==> src/hdl/lclp_pkg.sv <==
// Shared types, character constants and microcode program of the LED command line parser.
package lclp_pkg;

  // Default line store depth
  localparam int unsigned LINE_LEN = 32;

  // Character codes
  localparam logic [7:0] CH_CR    = 8'h0D;
  localparam logic [7:0] CH_SPACE = 8'h20;
  localparam logic [7:0] CH_NUL   = 8'h00;
  localparam logic [7:0] CH_UP_A  = 8'h41;
  localparam logic [7:0] CH_UP_Z  = 8'h5A;
  localparam logic [7:0] CASE_OFS = 8'h20;
  localparam logic [7:0] CH_ONE   = 8'h31;
  localparam logic [7:0] CH_FOUR  = 8'h34;

  // Token words, first character in element 0
  typedef logic [3:0][7:0] tok_t;
  localparam tok_t WORD_ON  = 32'h0000_6E6F;  // "on"
  localparam tok_t WORD_OFF = 32'h0066_666F;  // "off"
  localparam logic [2:0][7:0] LED_PREFIX = 24'h64_656C;  // "led"

  // Reply codes
  localparam logic [1:0] RPL_ON   = 2'd0;
  localparam logic [1:0] RPL_OFF  = 2'd1;
  localparam logic [1:0] RPL_ERR  = 2'd2;
  localparam logic [1:0] RPL_HELP = 2'd3;

  // Datapath operation selected by a control word
  typedef enum logic [1:0] {
    OP_RECV,
    OP_INIT,
    OP_SCAN,
    OP_EVAL
  } uop_e;

  // Jump condition of a control word
  typedef enum logic [1:0] {
    COND_ALWAYS,
    COND_CR,
    COND_END,
    COND_OUT_FREE
  } cond_e;

  localparam int unsigned PC_W = 2;

  typedef struct packed {
    uop_e            op;
    cond_e           cond;
    logic [PC_W-1:0] target;
    logic            hold;    // stay on this step while the condition is false
  } ucode_t;

  // Status from datapath to sequencer
  typedef struct packed {
    logic cr_seen;   // CR request taken this cycle
    logic scan_end;  // end of stored line reached
    logic out_free;  // result register can take a new result
  } dp_status_t;

  // Control from sequencer to datapath
  typedef struct packed {
    uop_e op;
    logic hit;       // jump condition true this cycle
  } seq_ctrl_t;

  localparam logic [PC_W-1:0] PC_RECV = 2'd0;
  localparam logic [PC_W-1:0] PC_INIT = 2'd1;
  localparam logic [PC_W-1:0] PC_SCAN = 2'd2;
  localparam logic [PC_W-1:0] PC_EVAL = 2'd3;

  // Control store
  function automatic ucode_t ucode_rom(input logic [PC_W-1:0] pc);
    ucode_t w;
    unique case (pc)
      PC_RECV: w = '{op: OP_RECV, cond: COND_CR,       target: PC_INIT, hold: 1'b1};
      PC_INIT: w = '{op: OP_INIT, cond: COND_ALWAYS,   target: PC_SCAN, hold: 1'b0};
      PC_SCAN: w = '{op: OP_SCAN, cond: COND_END,      target: PC_EVAL, hold: 1'b1};
      PC_EVAL: w = '{op: OP_EVAL, cond: COND_OUT_FREE, target: PC_RECV, hold: 1'b1};
      default: w = '{op: OP_RECV, cond: COND_CR,       target: PC_INIT, hold: 1'b1};
    endcase
    return w;
  endfunction

endpackage

==> src/hdl/led_command_line_parser.sv <==
// Top level of the LED command line parser: sequencer, datapath and line store.
//
//   Channel   Direction  Handshake                 Payload
//   input     in         in_valid_i / in_ready_o   rx_byte_i
//   result    out        out_valid_o / out_ready_i reply_code_o, lamp_number_o, lamp_states_o
//
// A byte other than CR is taken in the receive step. A CR runs accept, scan start,
// a scan of the stored characters up to the line end or a zero byte, and the decode
// step; the scan loop reads one character per cycle from the line store read port.
// Reset clears the fill count and lamps; the store itself is not cleared. in_ready_o
// is low during a scan, and the decode step waits while an earlier result has not
// been taken.
module led_command_line_parser #(
  parameter int unsigned LineLen = lclp_pkg::LINE_LEN
) (
  input  logic       clk_i,
  input  logic       rst_ni,
  input  logic       in_valid_i,
  output logic       in_ready_o,
  input  logic [7:0] rx_byte_i,
  output logic       out_valid_o,
  input  logic       out_ready_i,
  output logic [1:0] reply_code_o,
  output logic [2:0] lamp_number_o,
  output logic [3:0] lamp_states_o
);
  import lclp_pkg::*;

  localparam int unsigned AddrW = $clog2(LineLen);

  dp_status_t       status;
  seq_ctrl_t        ctrl;
  logic             mem_we;
  logic [AddrW-1:0] mem_waddr, mem_raddr;
  logic [7:0]       mem_wdata, mem_rdata;

  lclp_seq u_seq (
    .clk_i    (clk_i),
    .rst_ni   (rst_ni),
    .status_i (status),
    .ctrl_o   (ctrl)
  );

  lclp_dp #(
    .LineLen (LineLen)
  ) u_dp (
    .clk_i         (clk_i),
    .rst_ni        (rst_ni),
    .ctrl_i        (ctrl),
    .status_o      (status),
    .in_valid_i    (in_valid_i),
    .in_ready_o    (in_ready_o),
    .rx_byte_i     (rx_byte_i),
    .mem_we_o      (mem_we),
    .mem_waddr_o   (mem_waddr),
    .mem_wdata_o   (mem_wdata),
    .mem_raddr_o   (mem_raddr),
    .mem_rdata_i   (mem_rdata),
    .out_valid_o   (out_valid_o),
    .out_ready_i   (out_ready_i),
    .reply_code_o  (reply_code_o),
    .lamp_number_o (lamp_number_o),
    .lamp_states_o (lamp_states_o)
  );

  lclp_ram #(
    .Width (8),
    .Depth (LineLen)
  ) u_line_store (
    .clk_i   (clk_i),
    .we_i    (mem_we),
    .waddr_i (mem_waddr),
    .wdata_i (mem_wdata),
    .raddr_i (mem_raddr),
    .rdata_o (mem_rdata)
  );

endmodule

==> src/hdl/lclp_ram.sv <==
// Generic single-write, single-read RAM with registered read data.
module lclp_ram #(
  parameter int unsigned Width = 8,
  parameter int unsigned Depth = 32
) (
  input  logic                     clk_i,
  input  logic                     we_i,
  input  logic [$clog2(Depth)-1:0] waddr_i,
  input  logic [Width-1:0]         wdata_i,
  input  logic [$clog2(Depth)-1:0] raddr_i,
  output logic [Width-1:0]         rdata_o
);

  logic [Width-1:0] mem_q [Depth];
  logic [Width-1:0] rdata_q;

  always_ff @(posedge clk_i) begin
    if (we_i) begin
      mem_q[waddr_i] <= wdata_i;
    end
    rdata_q <= mem_q[raddr_i];
  end

  assign rdata_o = rdata_q;

endmodule

==> src/hdl/lclp_seq.sv <==
// Microcode sequencer: step counter, control store and conditional jumps.
module lclp_seq (
  input  logic                   clk_i,
  input  logic                   rst_ni,
  input  lclp_pkg::dp_status_t   status_i,
  output lclp_pkg::seq_ctrl_t    ctrl_o
);
  import lclp_pkg::*;

  logic [PC_W-1:0] pc_q, pc_d;
  ucode_t          word;
  logic            hit;

  assign word = ucode_rom(pc_q);

  // Condition select
  always_comb begin
    unique case (word.cond)
      COND_ALWAYS:   hit = 1'b1;
      COND_CR:       hit = status_i.cr_seen;
      COND_END:      hit = status_i.scan_end;
      COND_OUT_FREE: hit = status_i.out_free;
      default:       hit = 1'b0;
    endcase
  end

  // Next step
  always_comb begin
    if (hit) begin
      pc_d = word.target;
    end else if (word.hold) begin
      pc_d = pc_q;
    end else begin
      pc_d = pc_q + PC_W'(1);
    end
  end

  always_ff @(posedge clk_i or negedge rst_ni) begin
    if (!rst_ni) begin
      pc_q <= PC_RECV;
    end else begin
      pc_q <= pc_d;
    end
  end

  assign ctrl_o.op  = word.op;
  assign ctrl_o.hit = hit;

endmodule

==> src/hdl/lclp_dp.sv <==
// Datapath: line fill, character scan, token capture, lamp state and result register.
module lclp_dp #(
  parameter int unsigned LineLen = lclp_pkg::LINE_LEN
) (
  input  logic                         clk_i,
  input  logic                         rst_ni,
  input  lclp_pkg::seq_ctrl_t          ctrl_i,
  output lclp_pkg::dp_status_t         status_o,
  // input channel
  input  logic                         in_valid_i,
  output logic                         in_ready_o,
  input  logic [7:0]                   rx_byte_i,
  // line store port
  output logic                         mem_we_o,
  output logic [$clog2(LineLen)-1:0]   mem_waddr_o,
  output logic [7:0]                   mem_wdata_o,
  output logic [$clog2(LineLen)-1:0]   mem_raddr_o,
  input  logic [7:0]                   mem_rdata_i,
  // output channel
  output logic                         out_valid_o,
  input  logic                         out_ready_i,
  output logic [1:0]                   reply_code_o,
  output logic [2:0]                   lamp_number_o,
  output logic [3:0]                   lamp_states_o
);
  import lclp_pkg::*;

  localparam int unsigned AddrW = $clog2(LineLen);
  localparam int unsigned CntW  = $clog2(LineLen + 1);

  typedef enum logic [1:0] {
    T1_SKIP,
    T1_TOK,
    T1_DONE
  } first_e;

  typedef enum logic [1:0] {
    A_WAIT,
    A_SKIP,
    A_TOK,
    A_DONE
  } arg_e;

  logic [CntW-1:0] fill_q, fill_d;
  logic [CntW-1:0] pos_q, pos_d, pos_nx;
  first_e          t1_st_q, t1_st_d;
  arg_e            a_st_q, a_st_d;
  logic [2:0]      t1_cnt_q, t1_cnt_d, a_cnt_q, a_cnt_d;
  tok_t            t1_q, t1_d, a_q, a_d;
  logic [3:0]      lamp_q, lamp_d;
  logic            out_valid_q, out_valid_d;
  logic [1:0]      code_q, code_d;
  logic [2:0]      num_q, num_d;

  logic       accept, is_cr, scan_end, fire_eval, step;
  logic [7:0] ch;
  logic       is_sp;
  logic       is_led;
  logic [1:0] lamp_idx;
  logic [3:0] lamp_bit;
  logic       arg_on, arg_off;

  assign in_ready_o = (ctrl_i.op == OP_RECV);
  assign accept     = in_valid_i && in_ready_o;
  assign is_cr      = (rx_byte_i == CH_CR);

  // Store write: non-CR bytes while room is left
  assign mem_we_o    = accept && !is_cr && (fill_q < CntW'(LineLen));
  assign mem_waddr_o = fill_q[AddrW-1:0];
  assign mem_wdata_o = rx_byte_i;

  // Read one position ahead so a character arrives every scan cycle
  assign pos_nx      = pos_q + CntW'(1);
  assign mem_raddr_o = (ctrl_i.op == OP_SCAN) ? pos_nx[AddrW-1:0] : '0;

  // Lowercase fold of the character being scanned
  always_comb begin
    ch = mem_rdata_i;
    if (mem_rdata_i >= CH_UP_A && mem_rdata_i <= CH_UP_Z) begin
      ch = mem_rdata_i + CASE_OFS;
    end
  end
  assign is_sp = (ch == CH_SPACE);

  assign scan_end  = (pos_q >= fill_q) || (mem_rdata_i == CH_NUL);
  assign step      = (ctrl_i.op == OP_SCAN) && !scan_end;
  assign fire_eval = (ctrl_i.op == OP_EVAL) && ctrl_i.hit;

  assign status_o.cr_seen  = accept && is_cr;
  assign status_o.scan_end = scan_end;
  assign status_o.out_free = !out_valid_q || out_ready_i;

  // Command decode of the captured tokens
  assign is_led   = (t1_q[2:0] == LED_PREFIX) && (t1_q[3] >= CH_ONE) && (t1_q[3] <= CH_FOUR);
  assign lamp_idx = t1_q[3][1:0] - 2'd1;
  assign lamp_bit = 4'b0001 << lamp_idx;
  assign arg_on   = (a_q == WORD_ON);
  assign arg_off  = (a_q == WORD_OFF);

  always_comb begin
    fill_d      = fill_q;
    pos_d       = pos_q;
    t1_st_d     = t1_st_q;
    a_st_d      = a_st_q;
    t1_cnt_d    = t1_cnt_q;
    a_cnt_d     = a_cnt_q;
    t1_d        = t1_q;
    a_d         = a_q;
    lamp_d      = lamp_q;
    out_valid_d = out_valid_q;
    code_d      = code_q;
    num_d       = num_q;

    if (out_ready_i) begin
      out_valid_d = 1'b0;
    end

    if (mem_we_o) begin
      fill_d = fill_q + CntW'(1);
    end

    // Start of a scan
    if (ctrl_i.op == OP_INIT) begin
      pos_d    = '0;
      t1_st_d  = T1_SKIP;
      a_st_d   = A_WAIT;
      t1_cnt_d = '0;
      a_cnt_d  = '0;
      t1_d     = '0;
      a_d      = '0;
    end

    // One character per cycle: first token and argument token
    if (step) begin
      pos_d = pos_nx;
      unique case (t1_st_q)
        T1_SKIP, T1_TOK: begin
          if (is_sp) begin
            if (t1_st_q == T1_TOK) t1_st_d = T1_DONE;
          end else begin
            t1_st_d = T1_TOK;
            if (t1_cnt_q < 3'd4) begin
              t1_d[t1_cnt_q[1:0]] = ch;
              t1_cnt_d = t1_cnt_q + 3'd1;
            end
          end
        end
        default: ;
      endcase
      unique case (a_st_q)
        A_WAIT: begin
          if (is_sp) a_st_d = A_SKIP;
        end
        A_SKIP, A_TOK: begin
          if (is_sp) begin
            if (a_st_q == A_TOK) a_st_d = A_DONE;
          end else begin
            a_st_d = A_TOK;
            if (a_cnt_q < 3'd4) begin
              a_d[a_cnt_q[1:0]] = ch;
              a_cnt_d = a_cnt_q + 3'd1;
            end
          end
        end
        default: ;
      endcase
    end

    // Result and lamp update
    if (fire_eval) begin
      out_valid_d = 1'b1;
      fill_d      = '0;
      if (is_led) begin
        num_d = {1'b0, lamp_idx} + 3'd1;
        if (arg_on && ((lamp_q & lamp_bit) == 4'b0000)) begin
          lamp_d = lamp_q | lamp_bit;
          code_d = RPL_ON;
        end else if (arg_off && ((lamp_q & lamp_bit) != 4'b0000)) begin
          lamp_d = lamp_q & ~lamp_bit;
          code_d = RPL_OFF;
        end else begin
          code_d = RPL_ERR;
        end
      end else begin
        num_d  = 3'd0;
        code_d = RPL_HELP;
      end
    end
  end

  // Control state
  always_ff @(posedge clk_i or negedge rst_ni) begin
    if (!rst_ni) begin
      fill_q      <= '0;
      pos_q       <= '0;
      t1_st_q     <= T1_SKIP;
      a_st_q      <= A_WAIT;
      t1_cnt_q    <= '0;
      a_cnt_q     <= '0;
      lamp_q      <= '0;
      out_valid_q <= 1'b0;
    end else begin
      fill_q      <= fill_d;
      pos_q       <= pos_d;
      t1_st_q     <= t1_st_d;
      a_st_q      <= a_st_d;
      t1_cnt_q    <= t1_cnt_d;
      a_cnt_q     <= a_cnt_d;
      lamp_q      <= lamp_d;
      out_valid_q <= out_valid_d;
    end
  end

  // Payload registers
  always_ff @(posedge clk_i) begin
    t1_q   <= t1_d;
    a_q    <= a_d;
    code_q <= code_d;
    num_q  <= num_d;
  end

  assign out_valid_o   = out_valid_q;
  assign reply_code_o  = code_q;
  assign lamp_number_o = num_q;
  assign lamp_states_o = lamp_q;

endmodule

==> config.mk <==
export PLATFORM = sky130hd
export DESIGN_NAME = led_command_line_parser
export DESIGN_NICKNAME = d
export VERILOG_FILES = /design/src/hdl/lclp_pkg.sv /design/src/hdl/led_command_line_parser.sv /design/src/hdl/lclp_ram.sv /design/src/hdl/lclp_seq.sv /design/src/hdl/lclp_dp.sv
export SDC_FILE = /design/constraint.sdc
export NUM_CORES = 1
export LEC_CHECK = 0
export ABC_AREA = 1
export BUFFER_PORTS_ARGS = -buffer_cell sky130_fd_sc_hd__buf_2
export CORE_UTILIZATION = 50
export CTS_CLUSTER_DIAMETER = 150
export DETAILED_ROUTE_END_ITERATION = 8
export HOLD_SLACK_MARGIN = 0.12
export PLACE_DENSITY = 0.66
export SLEW_MARGIN = 15
export SYNTH_ARGS = -nofsm -noshare
export SYNTH_HDL_FRONTEND = slang
export SYNTH_HIERARCHICAL = 1
export SYNTH_SLANG_ARGS = --single-unit
==> constraint.sdc <==
create_clock -name clk_i -period 2.9 [get_ports clk_i]
set_input_delay 0.58 -clock clk_i [delete_from_list [all_inputs] [get_ports clk_i]]
set_output_delay 0.58 -clock clk_i [all_outputs]
set_load 0.01 [all_outputs]
==> results by group <==
Synth
  – Synth unique cells: 38
  – Syn nets: between 1,500 and 2,000
  – Mapped Avg Cell Area: 9.30 um2
  – Area share of the largest cell type after synthesis: 47.0%
  – Sequential-to-total area share from yosys stat: 60.0%
  – Post-Syn Instances: around 1,800
  – Dominant cell type by area after synthesis: edfxtp_1
  – Synthesized area: 0.0167 mm2
  – Synth Warn #: 6
  – Seq cells post-synth: 362
  – Dominant cells by area after synthesis: edfxtp_1 (47%), nand2_1 (13%), dfxtp_1 (8.7%)

Clock tree
  – Worst-path clk slew: 60 ps
  – H-tree levels: 2
  – Clk sinks: 362
  – Post-CTS setup buffers: 0
  – Num CTS Buffers: 40
  – Clk buf depth: 3
  – Clk_lat worst skew: 530 ps
  – CTS tree: done
  – CTS root buf: clkbuf_16

Timing
  – Max Slew Vio Count: 0
  – Final setup viols: 0
  – Final hold slack: 335 ps
  – Tcrit/Tclk final: 93.4%
  – Worst setup margin: 191 ps
  – Max-slew headroom: a little over 40%
  – Final Hold Fails: 0
  – Least-Margin Pin Slew: 896 ps
  – Setup TNS: 0 ps
  – Minimum clock period: 2710 ps
  – Clock skew after layout: approximately 16 ps
  – F_max: 369 MHz

Routing
  – DRC: 0
  – ANT nets after route: 0
  – Vias: 12,700
  – Total wire length: 41.9 mm
  – Avg WL per Cell: ~18 um
  – Routed vias/inst: 5.45
  – DR iter-0 viols: 1,196
  – DR pass1 iterations: 6

Global routing
  – Initial antenna violation count: 0
  – Global-route wire length before repair: ~65 mm
  – GR Overflow Total: 0
  – Vias in the first global route: 11,900
  – Global-route usage over all layers: roughly 25%
  – Pin count of the biggest net entering global routing: 129

Power and ir drop
  – Switching Share: 40.2%
  – Clock share of power: a little over a quarter
  – Logic pwr share: 39.2%
  – Power density over the cells: 1010 mW/mm2
  – Switching pwr: ~7.6 mW
  – Int Pwr: approximately 11 mW
  – Leak: 7.63 nW
  – Flop pwr share: 34.4%
  – IR drop worst, VDD: around 0.00060 V

Critical path
  – Nature of the critical path endpoint: register
  – Slowest-stage cell, CP: nor2_2
  – CP Buf/Inv Count: 2
  – WP depth: 11
  – Crit-path cells: ha_1 > inv_1 > nor2_1 > o21ai_0 > inv_1 > nor2_1 > nand4_1 > nor2_2 > nand4_1 > nand2_1 > nand2_1
  – WP data required: ~3300 ps
  – Startpoint types: register
  – CP Data Arrival Time: 3130 ps
  – Crit Path Class: reg -> reg
  – CP delay by family, top: simple AND/OR/NAND/NOR gates
  – R2R depth: 11
  – Crit-path max FO: 13
  – Worst reg2reg setup slack: 190 ps
  – Delay of the slowest critical-path stage: 520 ps

Placement
  – Post-Place Cell Area: 0.0174 mm2
  – Gpl congestion: ~0.87
  – Setup WS pre-CTS: ~190 ps
  – DPL Wire Length: 26.3 mm
  – Buffers on Ports: 22

Layout
  – Design Area, Final: 0.0188 mm2
  – ANT cells: 0
  – Final net count: 1,886
  – Final core utilization: 57.3%
  – Area growth from synthesis to layout: 12.5%
  – Share of layout cells above drive strength 1: 10.4%

Floorplan
  – Initial core utilization: between 50% and 60%
  – Die height: 185 um
  – Core Footprint: 0.0327 mm2
  – I/O Pins: 23
  – # rows: between 60 and 70
  – Die ar.: 0.0341 mm2
  – Die X: 185 um

Hold path
  – Hold depth: 4
  – Hold Crit Class: in -> reg

Run status
  – Status: finished clean

Job
  – Max-Cap Viols: 0
[worst paths after layout]
kind / from / to
worst max-delay path: u_dp/pos_q[1] / u_dp/t1_q[7]
worst min-delay path: out_ready_i / u_dp/out_valid_o
worst max register to register: u_dp/pos_q[1] / u_dp/t1_q[7]
worst min register to register: register / register
max in group asynchronous: rst_ni / u_dp/pos_q[1]
min in group asynchronous: rst_ni / u_dp/fill_q[5]
[state kept, by name, indices dropped and copies added, names as in the netlist, 6 cells and up, named ones only]
signal                cells
u_dp/a_q                 32
u_dp/fill_q               6
u_dp/pos_q                6
u_dp/t1_q                32
u_line_store/mem_q      256
u_line_store/rdata_o      8
[placed cells by master, fill, tap and decap left out, drive strengths merged, types with 2 or more instances in the layout]
cell type,instances
nor3,19
clkinv,19
buf,108
nand3,251
xor2,2
clkbuf,48
edfxtp,261
or2,2
nand2,591
inv,141
bufinv,4
dfxtp,72
nand4,68
nor2,166
nor4,6
dfrtp,29
a21oi,11
xnor2,2
o22ai,2
o21ai,47
ha,25
[power by group through the flow]
stage	Combinational, mW	Clock, mW	Sequential [mW]
final	7.41	4.98	6.49
after global routing	8.21	5.25	6.53
after CTS	7.28	5.06	6.47
after detailed placement	7.23	0	6.58
after global placement	7.10	0	6.56
after floorplan	5.36	0	6.42
[per-stage QoR]
stage,power [mW],instances
floorplan,11.8,1791
global placement,13.7,2247
detailed placement,13.8,2247
CTS,18.8,2321
global route,20.0,2322
finish,18.9,2322
[area by class of cell]
class / count / area (um2)
clock buffers: 47 / 1050
clock inverters: 26 / 228
fillers: 2847 / 13900
inverters: 138 / 520
multi-input cells: 1197 / 5490
flip-flops and latches: 362 / 10000
well taps: 442 / 553
repair buffers: 110 / 907
[cells in the mapped netlist, drive strengths merged]
cell,count
nand2,591
edfxtp,261
nand3,251
nor2,166
inv,138
buf,77
dfxtp,72
nand4,68
o21ai,47
dfrtp,29
ha,25
nor3,19
clkbuf,17
a21oi,11
nor4,6
o22ai,2
or2,2
xnor2,2
xor2,2
a211oi,1
a21boi,1
a41oi,1
nand3b,1
or3,1
[worst reg2reg max path, cell delays in order (launching register included)]
cell and delay [ps]:
dfrtp_1 430, ha_1 320, inv_1 70, nor2_1 40, o21ai_0 150, inv_1 70
nor2_1 130, nand4_1 320, nor2_2 530, nand4_1 340, nand2_1 140, nand2_1 60
[cells by family after synthesis]
group | share of synthesized area (%)
AOI/OAI and AO/OA | 2.03
xor gates and xnor gates | 0.210
adders and majority gates | 1.88
buffers and inverters | 7.19
DFF | 60.0
and+or+nand+nor | 28.7
[routing by layer]
layer	part of all wire [%]	GRT usage (%)	vias to the layer above	wire length (um)
met3	6.7	3.97	88	2820
met1	43	34.1	6000	18100
met5	0	0	-	0
li1	-	-	6093	-
met2	47	40.2	470	19800
met4	3.0	9.03	0	1250
[what timing repair did]
item | in CTS | in global routing
resized for setup | 0 | 5
endpoints found under the setup margin | 0 | 11
endpoints found under the hold margin | 11 | 0
hold buffers | 1 | 0
Note: power is estimated with default switching activity, not from simulation.
